[config.mk]
export PLATFORM = sky130hd
export DESIGN_NAME = credit_weighted_user_scheduler
export DESIGN_NICKNAME = d
export VERILOG_FILES = /design/src/design/cwus_pkg.sv /design/src/design/cwus_unit.sv /design/src/design/credit_weighted_user_scheduler.sv
export SDC_FILE = /design/constraint.sdc
export NUM_CORES = 1
export LEC_CHECK = 0
export BUFFER_PORTS_ARGS = -buffer_cell sky130_fd_sc_hd__clkbuf_2
export CORE_ASPECT_RATIO = 1.5
export CORE_MARGIN = 10
export CORE_UTILIZATION = 62
export DETAILED_ROUTE_END_ITERATION = 12
export PLACE_DENSITY = 0.79
export SYNTH_ARGS = -nofsm -noshare
export SYNTH_HDL_FRONTEND = slang
export SYNTH_HIERARCHICAL = 1
export SYNTH_SLANG_ARGS = --single-unit
[constraint.sdc]
create_clock -name i_clk -period 10.71 [get_ports i_clk]
set_input_delay 1.071 -clock i_clk [delete_from_list [all_inputs] [get_ports i_clk]]
set_output_delay 1.071 -clock i_clk [all_outputs]
set_load 0.02 [all_outputs]
[src/design/cwus_pkg.sv]
// ----------------------------------------------------------------------------
// cwus_pkg: shared types and constants for the credit weighted scheduler
// Field widths, function codes, sequencer states and the credit unit
// interface types.
// ----------------------------------------------------------------------------
`default_nettype none

package cwus_pkg;

    localparam int NUM_USERS_DEF = 8;
    localparam int FUNC_W        = 3;
    localparam int USER_W        = 3;
    localparam int AMOUNT_W      = 31;
    localparam int ARRIVAL_W     = 32;
    localparam int CREDIT_W      = 32;

    localparam logic [CREDIT_W-1:0] CREDIT_MAX = {1'b0, {(CREDIT_W-1){1'b1}}};
    localparam logic [CREDIT_W-1:0] CREDIT_MIN = {1'b1, {(CREDIT_W-1){1'b0}}};

    typedef enum logic [FUNC_W-1:0] {
        F_LOAD   = 3'd0,
        F_INIT   = 3'd1,
        F_REPL   = 3'd2,
        F_CHARGE = 3'd3,
        F_COMP   = 3'd4,
        F_SETQ   = 3'd5,
        F_SCHED  = 3'd6
    } t_func;

    typedef enum logic [1:0] {
        S_IDLE,
        S_ISSUE,
        S_DRAIN,
        S_DONE
    } t_state;

    typedef enum logic [1:0] {
        U_SET,
        U_ADD,
        U_SUB,
        U_REPL
    } t_alu_op;

    typedef struct packed {
        logic cr_gt;
        logic cr_eq;
        logic arr_lt_best;
        logic arr_lt_old;
    } t_cmp;

endpackage

`default_nettype wire

[src/design/cwus_unit.sv]
// ----------------------------------------------------------------------------
// cwus_unit: shared credit arithmetic and compare unit
// Saturating set/add/subtract/replenish of one credit, plus the credit and
// arrival compares used by the schedule walk.
// ----------------------------------------------------------------------------
`default_nettype none

module cwus_unit
    import cwus_pkg::*;
(
    input  wire t_alu_op               i_op,
    input  wire logic [CREDIT_W-1:0]   i_credit,
    input  wire logic [AMOUNT_W-1:0]   i_operand,
    input  wire logic [CREDIT_W-1:0]   i_best_cr,
    input  wire logic [ARRIVAL_W-1:0]  i_cand_arr,
    input  wire logic [ARRIVAL_W-1:0]  i_best_arr,
    input  wire logic [ARRIVAL_W-1:0]  i_old_arr,
    output logic [CREDIT_W-1:0]        o_result,
    output t_cmp                       o_cmp
);

    logic [CREDIT_W:0] s_ext_a;
    logic [CREDIT_W:0] s_ext_b;
    logic [CREDIT_W:0] s_sum;
    logic [CREDIT_W:0] s_pick;

    always_comb begin
        s_ext_a = {i_credit[CREDIT_W-1], i_credit};
        s_ext_b = (CREDIT_W+1)'(i_operand);
        s_sum   = (i_op == U_SUB) ? (s_ext_a - s_ext_b) : (s_ext_a + s_ext_b);
        unique case (i_op)
            U_SET:   s_pick = s_ext_b;
            U_REPL:  s_pick = i_credit[CREDIT_W-1] ? s_sum : s_ext_b;
            default: s_pick = s_sum;
        endcase
        // clamp when the sign bit and the guard bit disagree
        if (s_pick[CREDIT_W] != s_pick[CREDIT_W-1]) begin
            o_result = s_pick[CREDIT_W] ? CREDIT_MIN : CREDIT_MAX;
        end else begin
            o_result = s_pick[CREDIT_W-1:0];
        end
    end

    always_comb begin
        o_cmp.cr_gt       = $signed(i_credit) > $signed(i_best_cr);
        o_cmp.cr_eq       = (i_credit == i_best_cr);
        o_cmp.arr_lt_best = (i_cand_arr < i_best_arr);
        o_cmp.arr_lt_old  = (i_cand_arr < i_old_arr);
    end

endmodule

`default_nettype wire

[src/design/credit_weighted_user_scheduler.sv]
// ----------------------------------------------------------------------------
// credit_weighted_user_scheduler: per-user credit keeper and picker
// Holds credit, share, waiting flag and arrival per user and serves one
// function per transaction through a sequencer around one shared unit.
// ----------------------------------------------------------------------------
// Usage:
//   Input channel i_valid/o_stall carries func, user, amount, pending and
//   arrival; output channel o_valid/i_stall carries credit, found, chosen.
//   Every input transaction yields exactly one output transaction.
//   Init, replenish and schedule walk the users one per cycle through the
//   credit unit and the user tables in ISSUE, then pass DRAIN and register
//   the result in DONE; the next transaction is taken back in IDLE. Charge
//   and compensate read one user in ISSUE, then DRAIN and DONE; load share
//   and set queue go from ISSUE straight to DONE.
//   One transaction is in work at a time; o_stall is high while it runs.
//   A finished result waits in the output register while i_stall is high;
//   a new transaction is taken meanwhile, and the sequencer holds at its
//   final step if the register is still full when its next result is ready.
//   Reset clears credits, shares and waiting flags through per-user valid
//   and waiting bits; no clearing pass is needed.
// ----------------------------------------------------------------------------
`default_nettype none

module credit_weighted_user_scheduler
    import cwus_pkg::*;
#(
    parameter int NUM_USERS = NUM_USERS_DEF
) (
    input  wire logic                        i_clk,
    input  wire logic                        i_rst_n,
    input  wire logic                        i_valid,
    output logic                             o_stall,
    input  wire logic [FUNC_W-1:0]           i_func,
    input  wire logic [USER_W-1:0]           i_user,
    input  wire logic [AMOUNT_W-1:0]         i_amount,
    input  wire logic                        i_pending,
    input  wire logic [ARRIVAL_W-1:0]        i_arrival,
    output logic                             o_valid,
    input  wire logic                        i_stall,
    output logic signed [CREDIT_W-1:0]       o_credit,
    output logic                             o_found,
    output logic [USER_W-1:0]                o_chosen
);

    localparam int IW = $clog2(NUM_USERS);
    localparam logic [IW-1:0] LastIdx = IW'(NUM_USERS - 1);

    // user tables
    logic [CREDIT_W-1:0]  r_cr_mem  [NUM_USERS];
    logic [AMOUNT_W-1:0]  r_sh_mem  [NUM_USERS];
    logic [ARRIVAL_W-1:0] r_arr_mem [NUM_USERS];
    logic [NUM_USERS-1:0] r_cr_vb;
    logic [NUM_USERS-1:0] r_sh_vb;
    logic [NUM_USERS-1:0] r_wait;

    // sequencer
    t_state r_state, n_state;
    t_func                 r_func;
    logic [USER_W-1:0]     r_user;
    logic                  r_uvld;
    logic [AMOUNT_W-1:0]   r_amount;
    logic                  r_pending;
    logic [ARRIVAL_W-1:0]  r_arrival;
    logic [IW-1:0]         r_idx;

    // read stage
    logic                  r_p1_vld;
    logic [IW-1:0]         r_p1_idx;
    logic [CREDIT_W-1:0]   r_cr_q;
    logic                  r_cr_vq;
    logic [AMOUNT_W-1:0]   r_sh_q;
    logic                  r_sh_vq;
    logic [ARRIVAL_W-1:0]  r_arr_q;
    logic                  r_wait_q;

    // running results
    logic [CREDIT_W-1:0]   r_res_cr;
    logic                  r_bp_vld;
    logic [CREDIT_W-1:0]   r_bp_cr;
    logic [ARRIVAL_W-1:0]  r_bp_arr;
    logic [IW-1:0]         r_bp_idx;
    logic                  r_bo_vld;
    logic [ARRIVAL_W-1:0]  r_bo_arr;
    logic [IW-1:0]         r_bo_idx;

    // output register
    logic                  r_out_vld;
    logic [CREDIT_W-1:0]   r_o_credit;
    logic                  r_o_found;
    logic [USER_W-1:0]     r_o_chosen;

    logic s_fire;
    logic s_out_free;
    logic s_walk;
    logic s_single;
    logic s_rd;
    logic s_ld_share;
    logic s_setq;
    logic s_out_ld;
    logic s_is_cc;
    logic s_sched;

    logic [CREDIT_W-1:0]  s_cur_cr;
    logic [AMOUNT_W-1:0]  s_cur_sh;
    logic [AMOUNT_W-1:0]  s_operand;
    t_alu_op              s_op;
    logic [CREDIT_W-1:0]  s_result;
    t_cmp                 s_cmp;
    logic                 s_cr_wr;
    logic                 s_cand_pos;
    logic                 s_take_pos;
    logic                 s_take_old;

    assign s_fire     = i_valid && !o_stall;
    assign s_out_free = !r_out_vld || !i_stall;
    assign s_is_cc    = (r_func == F_CHARGE) || (r_func == F_COMP);
    assign s_sched    = (r_func == F_SCHED);
    assign s_walk     = (r_func == F_INIT) || (r_func == F_REPL) || s_sched;
    assign s_single   = s_is_cc && r_uvld;

    // next state
    always_comb begin
        n_state = r_state;
        unique case (r_state)
            S_IDLE: begin
                if (s_fire) begin
                    n_state = S_ISSUE;
                end
            end
            S_ISSUE: begin
                if (s_single || (s_walk && r_idx == LastIdx)) begin
                    n_state = S_DRAIN;
                end else if (!s_walk) begin
                    n_state = S_DONE;
                end
            end
            S_DRAIN: n_state = S_DONE;
            S_DONE: begin
                if (s_out_free) begin
                    n_state = S_IDLE;
                end
            end
            default: n_state = S_IDLE;
        endcase
    end

    // sequencer outputs
    always_comb begin
        o_stall    = 1'b1;
        s_rd       = 1'b0;
        s_ld_share = 1'b0;
        s_setq     = 1'b0;
        s_out_ld   = 1'b0;
        unique case (r_state)
            S_IDLE:  o_stall = 1'b0;
            S_ISSUE: begin
                s_rd       = s_walk || s_single;
                s_ld_share = (r_func == F_LOAD) && r_uvld;
                s_setq     = (r_func == F_SETQ) && r_uvld;
            end
            S_DRAIN: s_rd = 1'b0;
            S_DONE:  s_out_ld = s_out_free;
            default: o_stall = 1'b1;
        endcase
    end

    always_ff @(posedge i_clk) begin
        if (!i_rst_n) begin
            r_state <= S_IDLE;
        end else begin
            r_state <= n_state;
        end
    end

    // latch the transaction, advance the walk index
    always_ff @(posedge i_clk) begin
        if (s_fire) begin
            r_func    <= t_func'(i_func);
            r_user    <= i_user;
            r_uvld    <= (32'(i_user) < 32'(NUM_USERS));
            r_amount  <= i_amount;
            r_pending <= i_pending;
            r_arrival <= i_arrival;
            r_idx     <= (t_func'(i_func) == F_CHARGE || t_func'(i_func) == F_COMP)
                         ? IW'(i_user) : '0;
        end else if (r_state == S_ISSUE && r_idx != LastIdx) begin
            r_idx <= r_idx + 1'b1;
        end
    end

    // table reads, single-user writes and credit write-back
    always_ff @(posedge i_clk) begin
        if (s_rd) begin
            r_cr_q   <= r_cr_mem[r_idx];
            r_cr_vq  <= r_cr_vb[r_idx];
            r_sh_q   <= r_sh_mem[r_idx];
            r_sh_vq  <= r_sh_vb[r_idx];
            r_arr_q  <= r_arr_mem[r_idx];
            r_wait_q <= r_wait[r_idx];
        end
        if (s_ld_share) begin
            r_sh_mem[IW'(r_user)] <= r_amount;
        end
        if (s_setq) begin
            r_arr_mem[IW'(r_user)] <= r_arrival;
        end
        if (s_cr_wr) begin
            r_cr_mem[r_p1_idx] <= s_result;
        end
        r_p1_idx <= r_idx;
    end

    always_ff @(posedge i_clk) begin
        if (!i_rst_n) begin
            r_cr_vb  <= '0;
            r_sh_vb  <= '0;
            r_wait   <= '0;
            r_p1_vld <= 1'b0;
        end else begin
            r_p1_vld <= s_rd;
            if (s_ld_share) begin
                r_sh_vb[IW'(r_user)] <= 1'b1;
            end
            if (s_setq) begin
                r_wait[IW'(r_user)] <= r_pending;
            end
            if (s_cr_wr) begin
                r_cr_vb[r_p1_idx] <= 1'b1;
            end
        end
    end

    // process one user per cycle through the shared unit
    always_comb begin
        s_cur_cr  = r_cr_vq ? r_cr_q : '0;
        s_cur_sh  = r_sh_vq ? r_sh_q : '0;
        s_operand = s_is_cc ? r_amount : s_cur_sh;
        priority case (1'b1)
            r_func == F_REPL:   s_op = U_REPL;
            r_func == F_CHARGE: s_op = U_SUB;
            r_func == F_COMP:   s_op = U_ADD;
            default:            s_op = U_SET;
        endcase
        s_cr_wr    = r_p1_vld && !s_sched;
        s_cand_pos = r_wait_q && !s_cur_cr[CREDIT_W-1] && (s_cur_cr != '0);
        s_take_pos = r_p1_vld && s_sched && s_cand_pos &&
                     (!r_bp_vld || s_cmp.cr_gt || (s_cmp.cr_eq && s_cmp.arr_lt_best));
        s_take_old = r_p1_vld && s_sched && r_wait_q && (!r_bo_vld || s_cmp.arr_lt_old);
    end

    cwus_unit u_unit (
        .i_op       (s_op),
        .i_credit   (s_cur_cr),
        .i_operand  (s_operand),
        .i_best_cr  (r_bp_cr),
        .i_cand_arr (r_arr_q),
        .i_best_arr (r_bp_arr),
        .i_old_arr  (r_bo_arr),
        .o_result   (s_result),
        .o_cmp      (s_cmp)
    );

    always_ff @(posedge i_clk) begin
        if (!i_rst_n) begin
            r_bp_vld <= 1'b0;
            r_bo_vld <= 1'b0;
        end else if (s_fire) begin
            r_bp_vld <= 1'b0;
            r_bo_vld <= 1'b0;
        end else begin
            if (s_take_pos) begin
                r_bp_vld <= 1'b1;
            end
            if (s_take_old) begin
                r_bo_vld <= 1'b1;
            end
        end
    end

    always_ff @(posedge i_clk) begin
        if (s_fire) begin
            r_res_cr <= '0;
        end else if (r_p1_vld && s_is_cc) begin
            r_res_cr <= s_result;
        end
        if (s_take_pos) begin
            r_bp_cr  <= s_cur_cr;
            r_bp_arr <= r_arr_q;
            r_bp_idx <= r_p1_idx;
        end
        if (s_take_old) begin
            r_bo_arr <= r_arr_q;
            r_bo_idx <= r_p1_idx;
        end
    end

    // output register
    always_ff @(posedge i_clk) begin
        if (!i_rst_n) begin
            r_out_vld <= 1'b0;
        end else if (s_out_ld) begin
            r_out_vld <= 1'b1;
        end else if (!i_stall) begin
            r_out_vld <= 1'b0;
        end
    end

    always_ff @(posedge i_clk) begin
        if (s_out_ld) begin
            r_o_credit <= r_res_cr;
            r_o_found  <= r_bp_vld || r_bo_vld;
            r_o_chosen <= (r_bp_vld || r_bo_vld)
                          ? USER_W'(r_bp_vld ? r_bp_idx : r_bo_idx) : '0;
        end
    end

    assign o_valid  = r_out_vld;
    assign o_credit = $signed(r_o_credit);
    assign o_found  = r_o_found;
    assign o_chosen = r_o_chosen;

    // ------------------------------------------------------------------------
    a_issue_after_accept: assert property (@(posedge i_clk) disable iff (!i_rst_n)
        s_fire |=> (r_state == S_ISSUE))
        else $error("accepted transaction did not start the walk");

    a_read_stage_in_walk: assert property (@(posedge i_clk) disable iff (!i_rst_n)
        r_p1_vld |-> (r_state == S_ISSUE || r_state == S_DRAIN))
        else $error("read stage active outside the walk");

    a_done_drained: assert property (@(posedge i_clk) disable iff (!i_rst_n)
        (r_state == S_DONE) |-> !r_p1_vld)
        else $error("result loaded before the last user was processed");

    a_best_positive: assert property (@(posedge i_clk) disable iff (!i_rst_n)
        r_bp_vld |-> (!r_bp_cr[CREDIT_W-1] && r_bp_cr != '0))
        else $error("best candidate holds a non-positive credit");

    a_credit_found_excl: assert property (@(posedge i_clk) disable iff (!i_rst_n)
        (o_valid && o_credit != '0) |-> !o_found)
        else $error("credit and found reported together");

endmodule

`default_nettype wire
### Yosys cells after proc, flatten, opt, wreduce, memory -nomap -nowiden

Memories as Yosys holds them, arrays and structs flattened. A register that Yosys moved wholly into a read port is not among the register bits.
Index checks and enable logic that the tools add are counted.

* output and inout bits: 38
* memories: 3
* bits of input ports: 74
* logic and storage cells: 148
* register bits after elaboration: 279
* RAM bits: 760

Memories
* r_arr_mem: words 8, bits a word 32, rd ports 1, clocked after memory_dff 1, wr ports 1, RTL line credit_weighted_user_scheduler.sv:51 `logic [ARRIVAL_W-1:0] r_arr_mem [NUM_USERS];`
* r_cr_mem: words 8, bits a word 32, rd ports 1, clocked after memory_dff 1, wr ports 1, RTL line credit_weighted_user_scheduler.sv:49 `logic [CREDIT_W-1:0] r_cr_mem [NUM_USERS];`
* r_sh_mem: words 8, bits a word 31, rd ports 1, clocked after memory_dff 1, wr ports 1, RTL line credit_weighted_user_scheduler.sv:50 `logic [AMOUNT_W-1:0] r_sh_mem [NUM_USERS];`

* mux-type cells: 44
* reduce and logical (&&, ||, !) cells: 39
* eq/ne operators: 21
* bitwise gates (word level): 3
* magnitude comparators: 8
* $add $sub $neg: 3

Operators with widths (number)
* 2-to-1 mux 32 bit: 3
* 2-to-1 mux 33 bit: 2
* one-hot mux 33 bit (2 select lines): 1
* less-than comparator 32 bit: 2
* 2-to-1 mux 31 bit: 2
* adder 32 x 32 -> 33 bit: 1
* subtractor 32 x 32 -> 33 bit: 1
* equality test 32 bit: 1
* > comparator 32 bit: 1
* nonzero test 32 bit: 1
* 2-to-1 mux 1 bit: 19
* bitwise OR 8 bit: 2
* equality test 3 bit (second input constant): 5
* logical AND 1 bit: 15
* less-than comparator 3 x 4 -> 1 bit (second input constant): 3
* 2-to-1 mux 2 bit: 6
* 2-to-1 mux 3 bit: 4
* logical OR 1 bit: 11
* binary-select mux 1 bit (select 3 bit): 3
* equality test 3 x 2 -> 1 bit (second input constant): 3
* bitwise mux 8 bit: 1
* equality test 2 bit (second input constant): 4
* one-hot mux 2 bit (4 select lines): 1
* demux 1 bit (select 3 bit): 2
* 15 further kinds: 24

### Depth between registers and ports, before layout

Gate-level depths: netlist (run 1).

* depth in word-level cells: 10
* gate-level depth with buffers: 29
* gate-level depth less buffers: 24

### By module

The synthesis (run 1) kept the hierarchy.

By module, submodules not included
* credit_weighted_user_scheduler: times used 1, seq. area each 33402.0 um^2, cells an instance 1898, area each 41401.0 um^2
* cwus_unit: times used 1, seq. area each 0.0 um^2, cells an instance 820, area each 5535.3 um^2

### Least setup slack after synthesis (run 1)

No wires, ideal clock.

* path type: register to register
* start point: reg r_cr_vq
* end point: reg r_bp_arr[0] (enable)
* setup slack: 4896 ps
* required time: 10217 ps
* path buffers: 1
* stages on the path, launching flop included: 15
* data arrival time: 5321 ps
* library setup time: 493 ps
* clock period less this slack: 5814 ps
* cell sequence: edfxtp_1 clkbuf_1 and2_1 ha_1 a21o_1 a21o_1 a21oi_1 nor2_1 a2111oi_0 nor2_1 nor4_1 xnor2_1 nor2_1 a211oi_1 nor2_1

RTL lines
* start, declared: RTL line credit_weighted_user_scheduler.sv:70 `logic r_cr_vq;`
* start signal, assigned: RTL line credit_weighted_user_scheduler.sv:195 `r_cr_vq <= r_cr_vb[r_idx];`
* end signal, assigned: RTL line credit_weighted_user_scheduler.sv:288 `r_bp_arr <= r_arr_q;`
* end, declared: RTL line credit_weighted_user_scheduler.sv:80 `logic [ARRIVAL_W-1:0] r_bp_arr;`

### Worst setup path in the final report (run 1)

* start point: reg r_func[1]
* end point: reg r_res_cr[25]

* elaborated cells on any way between the ends: 20
* those cells by class: 2 x add/sub; 6 x eq/ne; 9 x mux; 3 x reduce/logical

RTL lines
* start, declared: RTL line credit_weighted_user_scheduler.sv:58 `t_func r_func;`
* start signal, assigned: RTL line credit_weighted_user_scheduler.sv:178 `r_func <= t_func'(i_func);`
* equality test 3 x 2 -> 1 bit or equality test 3 bit (tied branches): RTL line credit_weighted_user_scheduler.sv:116 `assign s_is_cc = (r_func == F_CHARGE) || (r_func == F_COMP);`
* logical OR 1 bit (*): RTL line credit_weighted_user_scheduler.sv:116
* 2-to-1 mux 31 bit (*): RTL line credit_weighted_user_scheduler.sv:237 `s_operand = s_is_cc ? r_amount : s_cur_sh;`
* via s_operand[0]: RTL line credit_weighted_user_scheduler.sv:105 `logic [AMOUNT_W-1:0] s_operand;`
* adder 32 x 32 -> 33 bit or subtractor 32 x 32 -> 33 bit (tied branches): RTL line cwus_unit.sv:30 `s_sum = (i_op == U_SUB) ? (s_ext_a - s_ext_b) : (s_ext_a + s_ext_b);`
* 2-to-1 mux 33 bit (*): RTL line cwus_unit.sv:30
* 2-to-1 mux 33 bit: RTL line cwus_unit.sv:33 `U_REPL: s_pick = i_credit[CREDIT_W-1] ? s_sum : s_ext_b;`
* one-hot mux 33 bit (2 select lines) (*): RTL line cwus_unit.sv:31 `unique case (i_op)`
* 2-to-1 mux 32 bit or != test 1 bit (tied branches): RTL line cwus_unit.sv:38, cwus_unit.sv:37
* 2-to-1 mux 32 bit (*): RTL line cwus_unit.sv:37 `if (s_pick[CREDIT_W] != s_pick[CREDIT_W-1]) begin`
* via s_result[25]: RTL line credit_weighted_user_scheduler.sv:107 `logic [CREDIT_W-1:0] s_result;`
* end signal, assigned: RTL line credit_weighted_user_scheduler.sv:284 `r_res_cr <= s_result;`
* end, declared: RTL line credit_weighted_user_scheduler.sv:77 `logic [CREDIT_W-1:0] r_res_cr;`

The timed path passes the listed nets; every way through them passes the cells marked *.
A chain may end at the register's enable or synchronous reset.

==> impl_metrics.sql, run 1 <==
INSERT INTO impl_metrics (metric_group, metric, value, unit) VALUES
('outcome', 'status', 'finished, final reports clean', ''),
('cts', 'cts-root-buf', 'clkbuf_16', ''),
('setup_path', 'crit_path_max_fanout', '34', ''),
('placed_design', 'place_congestion', '0.873', ''),
('setup_path', 'critPathTopFamily', 'simple AND/OR/NAND/NOR gates', ''),
('grt', 'initial_antenna_violation_count', '1', ''),
('die', 'die_x', '245', 'um'),
('detailed_routing', 'detail_route.first_pass.iterations', '5', ''),
('die', 'die_y', '357', 'um'),
('placed_design', 'place.detailed.instances', '3766', ''),
('cts', 'cts.htree.levels', '3', ''),
('finish', 'area_growth_syn_to_layout', '10.8', '%'),
('detailed_routing', 'antenna_violating_nets_post_route', '0', ''),
('cts', 'clock_tree.buffer_depth', '3', ''),
('setup_path', 'crit_buf_inv', '2', ''),
('setup_path', 'timing.critical_path.required', '11.22', 'ns'),
('die', 'area_of_the_die', '87300', 'sq um'),
('setup_path', 'worst_r2r_path_depth', '24', ''),
('detailed_routing', 'avgRoutedWirePerCell', '28.3', 'um'),
('setup_path', 'reg2reg_from', 'r_func[1]$_DFFE_PP_', ''),
('finish', 'post-route-util', '69.2', '%'),
('cts', 'post_cts_resized', '0', ''),
('placed_design', 'hpwlAfterDp', '68300', 'um'),
('cts', 'ctsHoldBuffers', '0', ''),
('yosys', 'syn_inst', '2718', ''),
('setup_path', 'setup.reg_to_reg.worst_slack', '2.50', 'ns'),
('yosys', 'ys.flop_type', 'edfxtp_1', ''),
('setup_path', 'timing.critical_path.slowest_stage_cell', 'nor3_4', ''),
('setup_path', 'critPathKind', 'reg2reg', ''),
('die', 'io-pin-count', '112', ''),
('setup_path', 'cp_num_cells', '24', ''),
('grt', 'wire_length_of_the_first_global_routing_pass', '168000', 'um'),
('setup_path', 'crit_path_end_kind', 'flip-flop', ''),
('cts', 'clock_latency_reported_for_the_late_side_of_the_worst_skew_pair', '0.69', 'ns'),
('yosys', 'synth_area', '46900', 'sq um'),
('cts', 'tritoncts', 'yes', ''),
('grt', 'grt_use_total', '25.9', '%'),
('power', 'cellLeakagePower', '17.8', 'nW'),
('setup_path', 'crit_path_cell_trace', 'and3b_1 -> or2_2 -> buf_4 -> nand2_1 -> nand2_1 -> inv_1 -> ha_1 -> nor4b_1 -> and4b_1 -> nand2_1 -> nor4_1 -> nor2_1 -> xnor2_1 -> ha_1 -> a211oi_1 -> o21bai_1 -> a211oi_1 -> o21ai_0 -> a311oi_1 -> xnor2_1 -> nor3_4 -> o21ai_0 -> nand3_1 -> a21oi_1', ''),
('detailed_routing', 'drc', '0', ''),
('placed_design', 'port-buffer-count', '111', ''),
('timing', 'clock_skew', '0.0358', 'ns'),
('cts', 'clock_sink_total', '1134', ''),
('finish', 'post_layout_nonfiller_instances', '3953', ''),
('finish', 'final_design_area_no_fill', '52000', 'sq um'),
('die', 'placeableCoreArea', '75100', 'sq um'),
('finish', 'drive_gt1_share', '21.7', '%'),
('yosys', 'ys_types', '74', ''),
('detailed_routing', 'drt-initial-drc-count', '2477', ''),
('cts', 'post_cts.repair.setup_buffers', '0', ''),
('die', 'start_util', '62.5', '%'),
('timing', 'timing.setup.tns', '0', 'ns'),
('finish', 'layout_commonest_cell', 'edfxtp_1', ''),
('grt', 'global_route.overflow_total', '0', ''),
('finish', 'nets', '3078', ''),
('setup_path', 'worst_path_arrival_time', '8.73', 'ns'),
('yosys', 'synthesis.yosys.warnings', '6', ''),
('setup_path', 'critical_path.reg2reg.endpoint', 'r_res_cr[25]$_SDFFE_PP0P_', ''),
('finish', 'final_cell_mix', 'edfxtp_1, mux4_2, nand2_1, ha_1, a21oi_1', ''),
('yosys', 'synth_register_bits', '1134', ''),
('detailed_routing', 'detail_route.vias_per_cell', '6.42', ''),
('timing', 'worst_slew_pin_slew', '1.33', 'ns'),
('grt', 'grt_max_degree', '102', ''),
('timing', 'grt_setup_unrepaired', 'false', ''),
('setup_path', 'critPathLaunch', 'r_func[1]$_DFFE_PP_', ''),
('cts', 'path_clk_slew', '0.07', 'ns'),
('yosys', 'ys_seq_area_share', '71.2', '%'),
('min_path', 'timing.hold.worst.class', 'reg2reg', ''),
('timing', 'hold-worst-slack', '0.439', 'ns'),
('timing', 'timing.final.hold_violations', '0', ''),
('yosys', 'synth_enable_flop_cells', '1069', '');
## Yosys cell counts, types with 19 or more instances
cell	instances	area (sq um)
a21o_1	38	285
a21oi_1	134	671
and2_1	34	213
buf_2	24	120
buf_6	19	214
clkbuf_1	51	191
dfxtp_1	65	1300
edfxtp_1	1069	32100
ha_1	136	1700
inv_1	118	443
mux2_2	100	1130
mux4_2	196	4410
nand2_1	172	646
nand2b_1	21	131
nand3_1	74	370
nand4_1	25	156
nor2_1	80	300
nor2b_1	22	138
nor3_1	24	120
o21a_1	20	150
o21ai_0	66	330
xnor2_1	47	412
## layer usage
metal / global-route usage [%] / share of wire [%]
met5: 0 / 0.012
met4: 11.9 / 4.6
met3: 3.36 / 6.2
met2: 46.1 / 53
met1: 31.1 / 36
## cells by family after synthesis
kind of cell	synth area share, %
and+or+nand+nor	5.35
xor gates and xnor gates	1.12
adders and majority gates	3.67
muxes	11.9
buffers and inverters	2.22
AOI/OAI and AO/OA	4.57
DFF	71.2
## layout make-up
| class | instances | area (sq um) |
|---|---|---|
| Multi-Input combinational cell | 1355 | 12700 |
| Fill cell | 4799 | 23100 |
| Tap cell | 1000 | 1250 |
| Antenna cell | 1 | 2.50 |
| Inverter | 119 | 449 |
| Clock buffer | 125 | 2640 |
| Clock inverter | 61 | 646 |
| Sequential cell | 1134 | 33400 |
| Timing Repair Buffer | 158 | 933 |
## worst min-delay path by stage
stage                               from  slack, ns                     end  cells after the start
2_1_floorplan         r_idx[1]$_DFFE_PP_       0.37     r_p1_idx[1]$_DFF_P_                      0
3_3_place_gp   r_res_cr[31]$_SDFFE_PP0P_       0.42  o_credit[31]$_DFFE_PP_                      0
3_5_place_dp   r_res_cr[25]$_SDFFE_PP0P_       0.42  o_credit[25]$_DFFE_PP_                      0
4_1_cts        r_res_cr[21]$_SDFFE_PP0P_       0.44  o_credit[21]$_DFFE_PP_                      0
5_1_grt        r_res_cr[21]$_SDFFE_PP0P_       0.46  o_credit[21]$_DFFE_PP_                      0
6_report       r_res_cr[21]$_SDFFE_PP0P_       0.44  o_credit[21]$_DFFE_PP_                      0
## stage by stage
stage / power, W / worst slack [ns]
finish: 0.0138 / 2.50
global route: 0.0144 / 1.88
CTS: 0.0139 / 2.61
detailed placement: 0.0103 / 2.63
global placement: 0.0102 / 2.75
floorplan: 0.00899 / 4.90
## state kept, by name, summed over array words and instances (netlist names), 8 cells and up
name / flops
r_amount: 31
r_arr_q: 32
r_bp_arr: 32
r_cr_q: 32
r_res_cr: 32
r_arr_mem: 256
r_cr_mem: 256
r_sh_q: 31
r_bp_cr: 32
r_bo_arr: 32
r_cr_vb: 8
o_credit: 32
r_wait: 8
r_sh_vb: 8
r_sh_mem: 248
r_arrival: 32
## power breakdown
| part | internal [W] | total (W) | switching [W] |
|---|---|---|---|
| combinational | 0.00160 | 0.00419 | 0.00259 |
| clock | 0.00202 | 0.00361 | 0.00159 |
| sequential | 0.00575 | 0.00604 | 0.000288 |
(Power assumes the default switching activity.)
==> run 2, diff against run 1 <==
--- a/config.mk
+++ b/config.mk
@@ -8,9 +8,9 @@
 export BUFFER_PORTS_ARGS = -buffer_cell sky130_fd_sc_hd__clkbuf_2
 export CORE_ASPECT_RATIO = 1.5
 export CORE_MARGIN = 10
-export CORE_UTILIZATION = 62
+export CORE_UTILIZATION = 56
 export DETAILED_ROUTE_END_ITERATION = 12
-export PLACE_DENSITY = 0.79
+export PLACE_DENSITY = 0.75
 export SYNTH_ARGS = -nofsm -noshare
 export SYNTH_HDL_FRONTEND = slang
 export SYNTH_HIERARCHICAL = 1
==> constraint.sdc (replaced) <==
create_clock -name i_clk -period 6.7 [get_ports i_clk]
set_input_delay 0.67 -clock i_clk [delete_from_list [all_inputs] [get_ports i_clk]]
set_output_delay 0.67 -clock i_clk [all_outputs]
set_load 0.02 [all_outputs]
==> impl_metrics.sql, run 2 (synthesis gave the netlist of run 1 again) <==
INSERT INTO impl_metrics (metric_group, metric, value, unit) VALUES
('timing', 'worst_slew_pin_slew', '1.17', 'ns'),
('setup_path', 'worst_setup_path_start_kind', 'flip-flop', ''),
('placed_design', 'port-buffer-count', '111', ''),
('die', 'start_util', '56.2', '%'),
('timing', 'period_minus_slack', '6.20', 'ns'),
('cts', 'cts_inserted_buffers', '101', ''),
('die', 'area_of_the_die', '96000', 'sq um'),
('placed_design', 'place_worst_setup_slack', '0.0506', 'ns'),
('outcome', 'status', 'finished, final reports clean', ''),
('finish', 'final_cell_mix', 'edfxtp_1, mux4_2, nand2_1, ha_1, inv_1', ''),
('setup_path', 'critical_path.reg2reg.endpoint', 'r_cr_mem[5][2]$_DFFE_PP_', ''),
('finish', 'layout_commonest_cell', 'edfxtp_1', ''),
('finish', 'final_design_area_no_fill', '52700', 'sq um'),
('setup_path', 'setup.reg_to_reg.worst_slack', '0.50', 'ns'),
('detailed_routing', 'detail_route.vias_per_cell', '6.16', ''),
('cts', 'cts.htree.levels', '3', ''),
('timing', 'timing.final.hold_violations', '0', ''),
('die', 'placeableCoreArea', '83400', 'sq um'),
('power', 'irDropWorstVdd', '0.000635', 'V'),
('die', 'io-pin-count', '112', ''),
('placed_design', 'place.detailed.instances', '3920', ''),
('setup_path', 'slowest_delay', '0.51', 'ns'),
('setup_path', 'crit_path_end', 'r_cr_mem[5][2]$_DFFE_PP_', ''),
('setup_path', 'reg2reg_from', 'r_func[1]$_DFFE_PP_', ''),
('detailed_routing', 'drt-initial-drc-count', '2144', ''),
('cts', 'clock_latency_reported_for_the_late_side_of_the_worst_skew_pair', '0.69', 'ns'),
('finish', 'n_fill_cell', '5737', ''),
('grt', 'grt_use_total', '23.1', '%'),
('cts', 'path_clk_slew', '0.06', 'ns'),
('setup_path', 'timing.critical_path.slowest_stage_cell', 'or4_1', ''),
('setup_path', 'crit_path_cell_trace', 'and3b_1 -> or2_4 -> buf_4 -> nand2_1 -> nand2_1 -> or4_1 -> nor4_4 -> nand2_1 -> nor4_1 -> nor2_1 -> xnor2_1 -> ha_1 -> a211oi_1 -> o21bai_1 -> a211oi_1 -> o21ai_0 -> a311oi_2 -> xor2_1 -> nor2_4 -> buf_4 -> o21ai_0 -> a21oi_2 -> buf_4 -> buf_4', ''),
('grt', 'wire_length_of_the_first_global_routing_pass', '167000', 'um'),
('grt', 'grt_pass1_vias', '26600', ''),
('grt', 'grt_max_degree', '135', ''),
('finish', 'largest_registers', 'r_arr_mem x256, r_cr_mem x256, r_sh_mem x248', ''),
('grt', 'global_route.overflow_total', '0', ''),
('detailed_routing', 'detail_route.first_pass.iterations', '7', ''),
('setup_path', 'worst_path_arrival_time', '6.63', 'ns'),
('timing', 'achievable-frequency', '0.161', 'GHz'),
('setup_path', 'crit_path_max_fanout', '19', ''),
('timing', 'timing.setup.tns', '0', 'ns'),
('detailed_routing', 'dr_total_vias', '25300', ''),
('timing', 'hold-worst-slack', '0.154', 'ns'),
('timing', 'clock_skew', '0.0317', 'ns'),
('cts', 'cts-root-buf', 'clkbuf_16', ''),
('detailed_routing', 'avgRoutedWirePerCell', '27.0', 'um'),
('timing', 'final.setup.worst_slack', '0.504', 'ns'),
('timing', 'final.period_utilization', '92.5', '%'),
('setup_path', 'critPathLaunch', 'r_func[1]$_DFFE_PP_', ''),
('timing', 'maxSlewHeadroom', '21.9', '%'),
('die', 'placementRows', '130', ''),
('detailed_routing', 'postRouteWirelength', '111000', 'um'),
('cts', 'clock_tree.buffer_depth', '3', ''),
('power', 'pwr_density_cell', '428', 'nW/um^2'),
('min_path', 'timing.hold.worst.class', 'in2reg', ''),
('timing', 'grt_setup_unrepaired', 'false', ''),
('cts', 'ctsHoldBuffers', '0', ''),
('setup_path', 'worst_r2r_path_depth', '24', ''),
('finish', 'drive_gt1_share', '24.3', '%'),
('setup_path', 'timing.critical_path.required', '7.13', 'ns'),
('detailed_routing', 'antenna_violating_nets_post_route', '0', ''),
('finish', 'area_growth_syn_to_layout', '12.4', '%'),
('setup_path', 'critPathKind', 'reg2reg', ''),
('finish', 'nets', '3118', ''),
('grt', 'initial_antenna_violation_count', '1', ''),
('setup_path', 'timing.critical_path.mode_cell', 'buf_4', ''),
('power', 'cellLeakagePower', '18.1', 'nW'),
('placed_design', 'place_congestion', '0.973', ''),
('placed_design', 'hpwlAfterDp', '70800', 'um'),
('flow_run', 'total_of_max_cap_violations', '0', ''),
('die', 'die_y', '375', 'um'),
('placed_design', 'post_dp_cell_area', '49200', 'sq um'),
('die', 'die_x', '256', 'um'),
('timing', 'setup_violations', '0', ''),
('finish', 'post_layout_nonfiller_instances', '4108', ''),
('setup_path', 'crit_path_end_kind', 'flip-flop', ''),
('cts', 'tritoncts', 'yes', ''),
('cts', 'clock_sink_total', '1134', ''),
('timing', 'timing_max_transition_violations_final', '0', ''),
('detailed_routing', 'drc', '0', '');
run 2: routing by layer:
layer	wire [um]	up-vias	part of all wire, %	track usage, %
met4	5840	0	5.3	11.8
met3	5990	257	5.4	3.70
met2	58100	918	52	40.9
met5	0	-	0	0
met1	41100	13100	37	27.0
li1	-	11000	-	-
run 2: worst min-delay path by stage:
| stage | startpoint | to | depth (start not counted) |
|---|---|---|---|
| final | i_arrival[14] | r_arrival[14]$_DFFE_PP_ | 1 |
| after floorplan | r_idx[1]$_DFFE_PP_ | r_p1_idx[1]$_DFF_P_ | 0 |
| after global placement | r_res_cr[13]$_SDFFE_PP0P_ | o_credit[13]$_DFFE_PP_ | 0 |
| after CTS | i_arrival[4] | r_arrival[4]$_DFFE_PP_ | 1 |
| after detailed placement | r_res_cr[13]$_SDFFE_PP0P_ | o_credit[13]$_DFFE_PP_ | 0 |
| after global routing | i_arrival[6] | r_arrival[6]$_DFFE_PP_ | 1 |
run 2: what timing repair did:
| action | in CTS | in global routing |
|---|---|---|
| pin swaps | 0 | 3 |
| setup endpoints to repair | 1 | 288 |
| resized for setup | 1 | 36 |
| endpoints found under the hold margin | 0 | 0 |
| setup buffers | 0 | 6 |
run 2: power breakdown:
part / internal [W] / switching (W)
Combinational: 0.00278 / 0.00422
Sequential: 0.00918 / 0.000474
Clock: 0.00334 / 0.00256
Total: 0.0153 / 0.00725
run 2: worst max-delay path, delay by kind of cell (launching register included):
kind                     cells  cell delay (ns)
AND/OR/NAND/NOR             10             2.19
buffers and inverters        4             0.72
AO/OA/AOI/OAI                7             1.59
flip-flops                   1             0.42
adder cells (fa/ha/maj)      1             0.40
XOR/XNOR                     2             0.58
run 2: cell type report:
class / instances / area (sq um) / share of cell area [%]
Sequential cell: 1134 / 33400 / 63.3
Multi-Input combinational cell: 1355 / 12800 / 24.3
Clock buffer: 119 / 2680 / 5.08
Tap cell: 1122 / 1400 / 2.66
Timing Repair Buffer: 196 / 1260 / 2.38
Clock inverter: 62 / 713 / 1.35
Inverter: 119 / 449 / 0.852
Antenna cell: 1 / 2.50 / 0.00474
run 2: per-stage QoR:
step | utilization [%] | total power (W)
2_1_floorplan | - | 0.0144
3_3_place_gp | 58.9 | 0.0164
3_5_place_dp | 58.9 | 0.0166
4_1_cts | 63.0 | 0.0225
5_1_grt | 63.2 | 0.0235
6_report | 63.2 | 0.0225
